$ cat src/hdl/hmsf_pkg.sv
// ----------------------------------------------------------------------------
// Histogram mode finder package
// Shared state encoding, command codes and the command and status bundles
// that join the controller and the datapath.
// ----------------------------------------------------------------------------
`default_nettype none

package hmsf_pkg;

  // Input item kinds carried on the slave tuser bit.
  localparam logic CMD_RECORD = 1'b0;
  localparam logic CMD_CLEAR  = 1'b1;

  // Fixed field widths of the stream payloads.
  localparam int unsigned VALUE_W      = 7;
  localparam int unsigned MODE_COUNT_W = 16;

  // Controller states.
  typedef enum logic [2:0] {
    ST_IDLE,
    ST_REC,
    ST_MAX,
    ST_MAX_TAIL,
    ST_EMIT,
    ST_FLUSH
  } state_e;

  // Commands from the controller to the datapath.
  typedef struct packed {
    logic rd_en;       // read the bin at the address port
    logic wr_en;       // write back the incremented bin at the last read address
    logic clr;         // zero all bins and the top count
    logic max_upd;     // fold the read bin into the top count
    logic emit_chk;    // check the read bin against the top count
    logic emit_flush;  // send the pending mode value as the final beat
  } dp_cmd_t;

  // Status from the datapath to the controller.
  typedef struct packed {
    logic hit;         // read bin equals the top count
    logic pend_vld;    // a mode value waits to be sent
    logic out_free;    // the output register can take a beat this cycle
  } dp_sts_t;

endpackage

`default_nettype wire

$ cat src/hdl/hmsf_ctrl.sv
// ----------------------------------------------------------------------------
// Histogram mode finder controller
// Sequences record, clear, the top count pass and the emit pass over the bins.
// ----------------------------------------------------------------------------
`default_nettype none

module hmsf_ctrl #(
  parameter int unsigned BINS = 64
) (
  input  wire logic                  clk_i,
  input  wire logic                  rst_ni,
  input  wire logic                  s_valid_i,
  output logic                       s_ready_o,
  input  wire logic                  s_cmd_i,
  input  wire logic [6:0]            s_value_i,
  input  wire logic                  s_last_i,
  input  wire hmsf_pkg::dp_sts_t     sts_i,
  output hmsf_pkg::dp_cmd_t          cmd_o,
  output logic [$clog2(BINS)-1:0]    addr_o
);

  import hmsf_pkg::*;

  localparam int unsigned ADDR_W = $clog2(BINS);
  localparam int unsigned IDX_W  = $clog2(BINS + 1);

  state_e             state_q, state_d;
  logic [IDX_W-1:0]   idx_q, idx_d;
  logic               rd_vld_q, rd_vld_d;
  logic               last_q, last_d;
  logic               in_range;
  logic               stall;
  logic [ADDR_W-1:0]  value_addr;

  // Decode of the incoming value into a bin address.
  assign in_range   = (s_value_i != 7'd0) && (s_value_i <= 7'(BINS));
  assign value_addr = ADDR_W'(s_value_i - 7'd1);

  // The emit pass waits when a second mode value shows up while a beat is stuck.
  assign stall = rd_vld_q && sts_i.hit && sts_i.pend_vld && !sts_i.out_free;

  // State and sequencing registers.
  always_ff @(posedge clk_i or negedge rst_ni) begin
    if (!rst_ni) begin
      state_q  <= ST_IDLE;
      idx_q    <= '0;
      rd_vld_q <= 1'b0;
      last_q   <= 1'b0;
    end else begin
      state_q  <= state_d;
      idx_q    <= idx_d;
      rd_vld_q <= rd_vld_d;
      last_q   <= last_d;
    end
  end

  // Next state and datapath commands.
  always_comb begin
    state_d   = state_q;
    idx_d     = idx_q;
    rd_vld_d  = rd_vld_q;
    last_d    = last_q;
    cmd_o     = '0;
    addr_o    = idx_q[ADDR_W-1:0];
    s_ready_o = 1'b0;

    case (state_q)
      ST_IDLE: begin
        s_ready_o = 1'b1;
        if (s_valid_i) begin
          last_d = s_last_i;
          if (s_cmd_i == CMD_CLEAR) begin
            cmd_o.clr = 1'b1;
          end else if (in_range) begin
            cmd_o.rd_en = 1'b1;
            addr_o      = value_addr;
            state_d     = ST_REC;
          end else if (s_last_i) begin
            idx_d    = '0;
            rd_vld_d = 1'b0;
            state_d  = ST_MAX;
          end
        end
      end

      ST_REC: begin
        cmd_o.wr_en = 1'b1;
        if (last_q) begin
          idx_d    = '0;
          rd_vld_d = 1'b0;
          state_d  = ST_MAX;
        end else begin
          state_d = ST_IDLE;
        end
      end

      // Reads one bin per cycle and folds the previous one into the top count.
      ST_MAX: begin
        cmd_o.rd_en   = 1'b1;
        cmd_o.max_upd = rd_vld_q;
        rd_vld_d      = 1'b1;
        if (idx_q == IDX_W'(BINS - 1)) begin
          state_d = ST_MAX_TAIL;
        end else begin
          idx_d = idx_q + 1'b1;
        end
      end

      ST_MAX_TAIL: begin
        cmd_o.max_upd = rd_vld_q;
        rd_vld_d      = 1'b0;
        idx_d         = '0;
        state_d       = ST_EMIT;
      end

      // Reads one bin per cycle unless stalled on the output, and compares the previous one with the top count.
      ST_EMIT: begin
        if (!stall) begin
          cmd_o.emit_chk = rd_vld_q;
          if (idx_q < IDX_W'(BINS)) begin
            cmd_o.rd_en = 1'b1;
            idx_d       = idx_q + 1'b1;
            rd_vld_d    = 1'b1;
          end else begin
            rd_vld_d = 1'b0;
            if (!rd_vld_q) begin
              state_d = ST_FLUSH;
            end
          end
        end
      end

      ST_FLUSH: begin
        if (sts_i.out_free) begin
          cmd_o.emit_flush = 1'b1;
          state_d          = ST_IDLE;
        end
      end

      default: begin
        state_d = ST_IDLE;
      end
    endcase
  end

endmodule

`default_nettype wire

$ cat src/hdl/hmsf_dpath.sv
// ----------------------------------------------------------------------------
// Histogram mode finder datapath
// Bin memory with per-bin valid bits, top count, pending mode value and the
// output register of the result stream.
// ----------------------------------------------------------------------------
`default_nettype none

module hmsf_dpath #(
  parameter int unsigned BINS        = 64,
  parameter int unsigned COUNT_WIDTH = 16
) (
  input  wire logic                  clk_i,
  input  wire logic                  rst_ni,
  input  wire hmsf_pkg::dp_cmd_t     cmd_i,
  input  wire logic [$clog2(BINS)-1:0] addr_i,
  output hmsf_pkg::dp_sts_t          sts_o,
  output logic                       m_valid_o,
  input  wire logic                  m_ready_i,
  output logic [6:0]                 mode_value_o,
  output logic [15:0]                mode_count_o,
  output logic                       final_mode_o
);

  import hmsf_pkg::*;

  localparam int unsigned ADDR_W = $clog2(BINS);

  logic [COUNT_WIDTH-1:0] mem_q [BINS];
  logic [BINS-1:0]        bin_vld_q;
  logic [COUNT_WIDTH-1:0] rd_raw_q;
  logic                   rd_ok_q;
  logic [ADDR_W-1:0]      rd_addr_q;
  logic [COUNT_WIDTH-1:0] rd_data;
  logic [COUNT_WIDTH-1:0] inc_data;
  logic [COUNT_WIDTH-1:0] top_q;
  logic                   pend_vld_q;
  logic [VALUE_W-1:0]     pend_val_q;
  logic [VALUE_W-1:0]     bin_value;
  logic                   out_vld_q;
  logic [VALUE_W-1:0]     out_val_q;
  logic [MODE_COUNT_W-1:0] out_cnt_q;
  logic                   out_last_q;
  logic                   hit;
  logic                   out_free;
  logic                   push_mid;
  logic                   push_fin;

  // A bin never written since the last clear reads as zero.
  assign rd_data   = rd_ok_q ? rd_raw_q : '0;
  assign inc_data  = (&rd_data) ? rd_data : rd_data + 1'b1;
  assign bin_value = VALUE_W'({1'b0, rd_addr_q} + 1'b1);

  assign hit      = (rd_data == top_q);
  assign out_free = !out_vld_q || m_ready_i;
  assign push_mid = cmd_i.emit_chk && hit && pend_vld_q;
  assign push_fin = cmd_i.emit_flush;

  assign sts_o.hit      = hit;
  assign sts_o.pend_vld = pend_vld_q;
  assign sts_o.out_free = out_free;

  // Bin memory: one write port, one registered read port.
  always_ff @(posedge clk_i) begin
    if (cmd_i.wr_en) begin
      mem_q[rd_addr_q] <= inc_data;
    end
    if (cmd_i.rd_en) begin
      rd_raw_q  <= mem_q[addr_i];
      rd_addr_q <= addr_i;
    end
  end

  // Valid bits, read qualifier and top count.
  always_ff @(posedge clk_i or negedge rst_ni) begin
    if (!rst_ni) begin
      bin_vld_q <= '0;
      rd_ok_q   <= 1'b0;
      top_q     <= '0;
    end else begin
      if (cmd_i.clr) begin
        bin_vld_q <= '0;
        top_q     <= '0;
      end else begin
        if (cmd_i.wr_en) begin
          bin_vld_q[rd_addr_q] <= 1'b1;
        end
        if (cmd_i.max_upd && (rd_data > top_q)) begin
          top_q <= rd_data;
        end
      end
      if (cmd_i.rd_en) begin
        rd_ok_q <= bin_vld_q[addr_i];
      end
    end
  end

  // Pending mode value and output beat control.
  always_ff @(posedge clk_i or negedge rst_ni) begin
    if (!rst_ni) begin
      pend_vld_q <= 1'b0;
      out_vld_q  <= 1'b0;
    end else begin
      if (cmd_i.emit_chk && hit) begin
        pend_vld_q <= 1'b1;
      end else if (push_fin) begin
        pend_vld_q <= 1'b0;
      end
      if (push_mid || push_fin) begin
        out_vld_q <= 1'b1;
      end else if (m_ready_i) begin
        out_vld_q <= 1'b0;
      end
    end
  end

  // Payload registers.
  always_ff @(posedge clk_i) begin
    if (cmd_i.emit_chk && hit) begin
      pend_val_q <= bin_value;
    end
    if (push_mid || push_fin) begin
      out_val_q  <= pend_val_q;
      out_cnt_q  <= MODE_COUNT_W'(top_q);
      out_last_q <= push_fin;
    end
  end

  assign m_valid_o    = out_vld_q;
  assign mode_value_o = out_val_q;
  assign mode_count_o = out_cnt_q;
  assign final_mode_o = out_last_q;

  // The final beat always has a mode value behind it.
  assert property (@(posedge clk_i) disable iff (!rst_ni)
    cmd_i.emit_flush |-> pend_vld_q)
    else $error("flush without a pending mode value");

  // A beat is never pushed over one that still waits.
  assert property (@(posedge clk_i) disable iff (!rst_ni)
    (push_mid || push_fin) |-> out_free)
    else $error("output beat overwritten");

  // A clear leaves every bin and the top count at zero.
  assert property (@(posedge clk_i) disable iff (!rst_ni)
    cmd_i.clr |=> ((bin_vld_q == '0) && (top_q == '0)))
    else $error("clear did not empty the histogram");

endmodule

`default_nettype wire

$ cat src/hdl/histogram_mode_set_finder_core.sv
// A record beat reads its bin and then writes back the incremented count; a clear beat and an
// ignored value need only the accepting step. A batch-ending beat adds a top count pass and
// an emit pass over the bins, and the emit pass waits while a mode value waits on a stalled output.
// The core takes one beat at a time and no new beat during a batch end, since the single read
// port of the bin memory is walked twice.
// Reset: all bins and the top count read as zero at once through per-bin valid bits.
// ----------------------------------------------------------------------------
// Histogram mode set finder core
// Counts values 1..BINS in saturating bins and, at the end of a batch, streams
// every value whose count equals the top count in ascending order.
// ----------------------------------------------------------------------------
`default_nettype none

module histogram_mode_set_finder_core #(
  parameter int unsigned BINS        = 64,
  parameter int unsigned COUNT_WIDTH = 16
) (
  input  wire logic        clk_i,
  input  wire logic        rst_ni,
  input  wire logic        s_axis_tvalid_i,
  output logic             s_axis_tready_o,
  input  wire logic [7:0]  s_axis_tdata_i,   // [6:0] value, [7] zero fill
  input  wire logic        s_axis_tuser_i,   // [0] cmd
  input  wire logic        s_axis_tlast_i,
  output logic             m_axis_tvalid_o,
  input  wire logic        m_axis_tready_i,
  output logic [23:0]      m_axis_tdata_o,   // [6:0] mode_value, [22:7] mode_count, [23] zero
  output logic             m_axis_tlast_o
);

  import hmsf_pkg::*;

  dp_cmd_t                 dp_cmd;
  dp_sts_t                 dp_sts;
  logic [$clog2(BINS)-1:0] dp_addr;
  logic [6:0]              mode_value;
  logic [15:0]             mode_count;

  // Sequencer for record, clear and the two bin passes.
  hmsf_ctrl #(
    .BINS (BINS)
  ) u_ctrl (
    .clk_i     (clk_i),
    .rst_ni    (rst_ni),
    .s_valid_i (s_axis_tvalid_i),
    .s_ready_o (s_axis_tready_o),
    .s_cmd_i   (s_axis_tuser_i),
    .s_value_i (s_axis_tdata_i[6:0]),
    .s_last_i  (s_axis_tlast_i),
    .sts_i     (dp_sts),
    .cmd_o     (dp_cmd),
    .addr_o    (dp_addr)
  );

  // Bin storage, top count and result stream.
  hmsf_dpath #(
    .BINS        (BINS),
    .COUNT_WIDTH (COUNT_WIDTH)
  ) u_dpath (
    .clk_i        (clk_i),
    .rst_ni       (rst_ni),
    .cmd_i        (dp_cmd),
    .addr_i       (dp_addr),
    .sts_o        (dp_sts),
    .m_valid_o    (m_axis_tvalid_o),
    .m_ready_i    (m_axis_tready_i),
    .mode_value_o (mode_value),
    .mode_count_o (mode_count),
    .final_mode_o (m_axis_tlast_o)
  );

  // Result beat packing.
  assign m_axis_tdata_o = {1'b0, mode_count, mode_value};

endmodule

`default_nettype wire

$ cat config.mk
export PLATFORM = sky130hd
export DESIGN_NAME = histogram_mode_set_finder_core
export DESIGN_NICKNAME = d
export VERILOG_FILES = /design/src/hdl/hmsf_pkg.sv /design/src/hdl/hmsf_ctrl.sv /design/src/hdl/hmsf_dpath.sv /design/src/hdl/histogram_mode_set_finder_core.sv
export SDC_FILE = /design/constraint.sdc
export NUM_CORES = 2
export LEC_CHECK = 0
export BUFFER_PORTS_ARGS = -buffer_cell sky130_fd_sc_hd__buf_2
export CAP_MARGIN = 20
export CORE_AREA = 4 4 272 300
export CTS_CLUSTER_SIZE = 20
export DETAILED_ROUTE_END_ITERATION = 8
export DIE_AREA = 0 0 276 304
export PLACE_DENSITY = 0.79
export SYNTH_ARGS = -nofsm -noshare
export SYNTH_HDL_FRONTEND = slang
export SYNTH_SLANG_ARGS = --single-unit
$ cat constraint.sdc
create_clock -name clk_i -period 10.3 [get_ports clk_i]
set_clock_uncertainty 0.05 [all_clocks]
set_input_delay 1.545 -clock clk_i [delete_from_list [all_inputs] [get_ports clk_i]]
set_output_delay 1.545 -clock clk_i [all_outputs]
set_load 0.01 [all_outputs]
==> results.py <==
metrics = {
    "outcome": {
        "status": "completed",
    },
    "cts": {
        "post_cts_buffers": 0,
        "cts-root-buf": "clkbuf_16",
        "cts_tree": "done",
        "cts_inserted_buffers": 105,
        "path_clk_slew_ns": 0.06,
        "htreeDepth": 3,
        "cts_num_sinks": 1172,
        "holdBufCountCts": 0,
        "insertion_delay_ns": 0.68,
        "cts_buffer_depth": 3,
        "ctsResizeCount": 0,
    },
    "floorplan": {
        "std_cell_rows": 108,
        "coreArea_um2": 78600,
        "fp.dieW_um": 276,
        "initial_core_util_pct": 59.4,
        "die_y_um": 304,
        "die_area_um2": 83900,
        "io-pin-count": 41,
    },
    "sta": {
        "setup_tns_ns": 0,
        "fin_crit_sh_pct": 57.2,
        "max_slew.worst_pin.slew_ns": 1.09,
        "hold_viol": 0,
        "fin_crit_ns": 5.89,
        "setup_violations": 0,
        "rsz0062_at_grt": "no",
        "setup_slack_ns": 4.41,
        "hold_ws_ns": 0.373,
        "relSlewSlack_pct": 27.2,
        "slew_violations": 0,
        "fmax_mhz": 170,
    },
    "drt": {
        "drc": 0,
        "wire_per_inst_um": 30.3,
        "first_pass_iters": 6,
        "ant_nets": 0,
        "routed-via-count": 24500,
        "drtIter0Drc": 3446,
        "via_per_inst": 6.72,
        "wl_um": 110000,
    },
    "grt": {
        "grt_pass1_vias": 25100,
        "grt_pass1_wl_um": 164000,
        "grtUsageMet1_pct": 35.0,
        "overflow": 0,
        "grt_busiest_layer": "met2",
        "grt_max_degree": 110,
        "grt_use_met3_pct": 6.28,
        "antenna_found_initial": 8,
        "met2_usage_pct": 41.2,
        "track_usage_pct": 26.3,
    },
    "final_layout": {
        "multi_input_area_um2": 11400,
        "seqCellArea_um2": 34700,
        "n_fill_cell": 4910,
        "syn_to_final_growth_pct": 11.1,
        "final_util_pct": 66.0,
        "final_nets": 2542,
        "drive_gt1_share_pct": 22.7,
    },
    "setup_path": {
        "reg2reg_setup_slack_ns": 4.72,
        "crit_path_start": "s_axis_tdata_i[0]",
        "critPathCaptureType": "register",
        "worstSetupPathType": "in -> reg",
        "cp_max_fo": 37,
        "required_ns": 10.67,
        "start_kind": "primary input",
        "reg2reg_from": "u_ctrl.state_q[0]",
        "reg2reg_depth": 10,
        "cp_data_arrival_time_ns": 6.26,
    },
    "pwr": {
        "power_leakage_nw": 18.1,
        "ir_drop_uv": 236,
        "power_density_nw_per_um2": 255,
    },
    "synth": {
        "synth_edf_count": 1077,
        "synth_cell_type_count": 61,
        "synthFlopType": "edfxtp_1",
        "syn_area_um2": 46800,
        "ys_ff_latch": 1172,
        "syn_area_per_cell_um2": 19.5,
        "ys_warn_count": 0,
        "ys_seq_area_share_pct": 74.3,
        "async_flop_share_pct": 8.11,
        "synth_nets": 2427,
        "netlist_instances": 2392,
    },
    "placement": {
        "gp_congestion": 0.873,
        "io_buffer_count": 38,
        "dp_slack_ns": 3.76,
        "dpl.hpwl_um": 60500,
    },
    "worst_hold_path": {
        "min_from": "u_dpath.pend_val_q[6]",
        "hp-class": "reg -> reg",
        "hold_depth": 0,
    },
    "job": {
        "drv_cap": 0,
    },
}
## worst paths after layout
kind / endpoint
min in group asynchronous: u_dpath.pend_vld_q
max in group asynchronous: u_dpath.bin_vld_q[46]
worst max register to register: u_dpath.rd_raw_q[6]
worst min-delay path: u_dpath.mode_value_o[6]
worst max-delay path: u_dpath.rd_raw_q[6]
worst min register to register: u_dpath.mode_value_o[6]
## placed cells by master, fill, tap and decap left out, types with 7 or more instances in the layout
cell,instances
inv_1,42
nor2_1,110
o21ai_0,14
clkbuf_1,15
edfxtp_1,1077
mux2i_1,138
clkinv_1,33
nor2b_1,7
o22ai_1,67
xnor2_2,10
xnor2_1,7
clkinv_2,16
buf_4,98
clkbuf_16,106
a311oi_1,16
nor3_1,24
buf_2,37
or4_1,32
nand2_1,77
and2_1,9
o21a_1,71
ha_1,21
dfrtp_1,95
o2111ai_1,17
mux4_2,260
nand3_1,38
nand4_1,13
a21oi_1,22
## layout make-up
cell class              instances  area share [%]
clock inverters                68           0.995
repair buffers                142            2.03
multi-input cells            1041            21.9
clock buffers                 127            5.38
inverters                      45           0.340
flip-flops and latches       1172            66.9
well taps                    1045            2.52
diodes                          2         0.00964
## kinds of logic (layout without fill, tap and decap cells)
family / after synthesis / count (layout) / synth area share, %
flip-flops: 1172 / 1172 / 74.3
multiplexers: 402 / 402 / 15.6
AND/OR/NAND/NOR: 350 / 350 / 3.71
AO/OA/AOI/OAI: 244 / 244 / 3.68
buffers and inverters: 179 / 382 / 1.76
XOR/XNOR: 23 / 23 / 0.431
adder cells (fa/ha/maj): 21 / 21 / 0.562
other: 1 / 3 / 0.00802
## registers in the layout, indices dropped and copies added (netlist names)
signal                cells
u_dpath.mem_q          1024
u_dpath.bin_vld_q        64
u_dpath.mode_count_o     16
u_dpath.rd_raw_q         16
u_dpath.top_q            16
u_ctrl.idx_q              7
u_dpath.mode_value_o      7
u_dpath.pend_val_q        7
u_dpath.rd_addr_q         6
u_ctrl.state_q            3
u_ctrl.last_q             1
u_ctrl.rd_vld_q           1
u_dpath.final_mode_o      1
u_dpath.m_valid_o         1
u_dpath.pend_vld_q        1
u_dpath.rd_ok_q           1
## power by group
| group | internal (mW) | switching (mW) |
|---|---|---|
| logic | 1.17 | 2.18 |
| clock network | 2.08 | 1.68 |
| registers | 6.00 | 0.131 |
## metrics by stage
step	std cells	total power, mW	instance area (um2)
final	3642	13.2	51900
after global routing	3640	13.7	51900
after CTS	3638	13.3	51900
after detailed placement	3443	9.54	48600
after global placement	3442	9.37	48600
after floorplan	2392	8.48	46800
## synthesized netlist by cell type (all sizes together), types with 4 or more instances
master	n	area, um2
mux2i	140	1410
ha	21	263
o21a	72	541
a221oi	5	43.8
inv	44	165
buf	57	365
and2	11	68.8
xor2	6	52.6
a311oi	16	140
or2	4	25.0
o21ai	17	85.1
nor2b	7	43.8
nand3	38	190
dfrtp	95	2380
clkbuf	77	289
nand4	14	93.8
a21o	6	45.0
nand2	78	293
nor2	114	444
nand2b	5	31.3
nor3	24	120
or4	32	240
nor4	5	31.3
o22ai	67	419
edfxtp	1077	32300
xnor2	17	149
o2111ai	17	149
mux4	260	5860
or3	5	36.3
a21oi	25	136
## critical path: stages
cell and delay, ns:
buf_2 0.14, inv_1 0.09, ha_1 0.17, nor2b_1 0.23, nand4_2 0.23, and3_1 0.40, nor2_8 0.31, buf_4 0.63
buf_4 0.70, mux4_2 0.58, mux2i_1 0.32, o22ai_1 0.25, or4_1 0.57
## per-layer routing
metal | up-vias | routed length [um]
met5 | - | 27
met4 | 4 | 6740
met3 | 309 | 11300
met2 | 1576 | 53000
met1 | 12500 | 39200
li1 | 10000 | -
(Power assumes the default switching activity.)
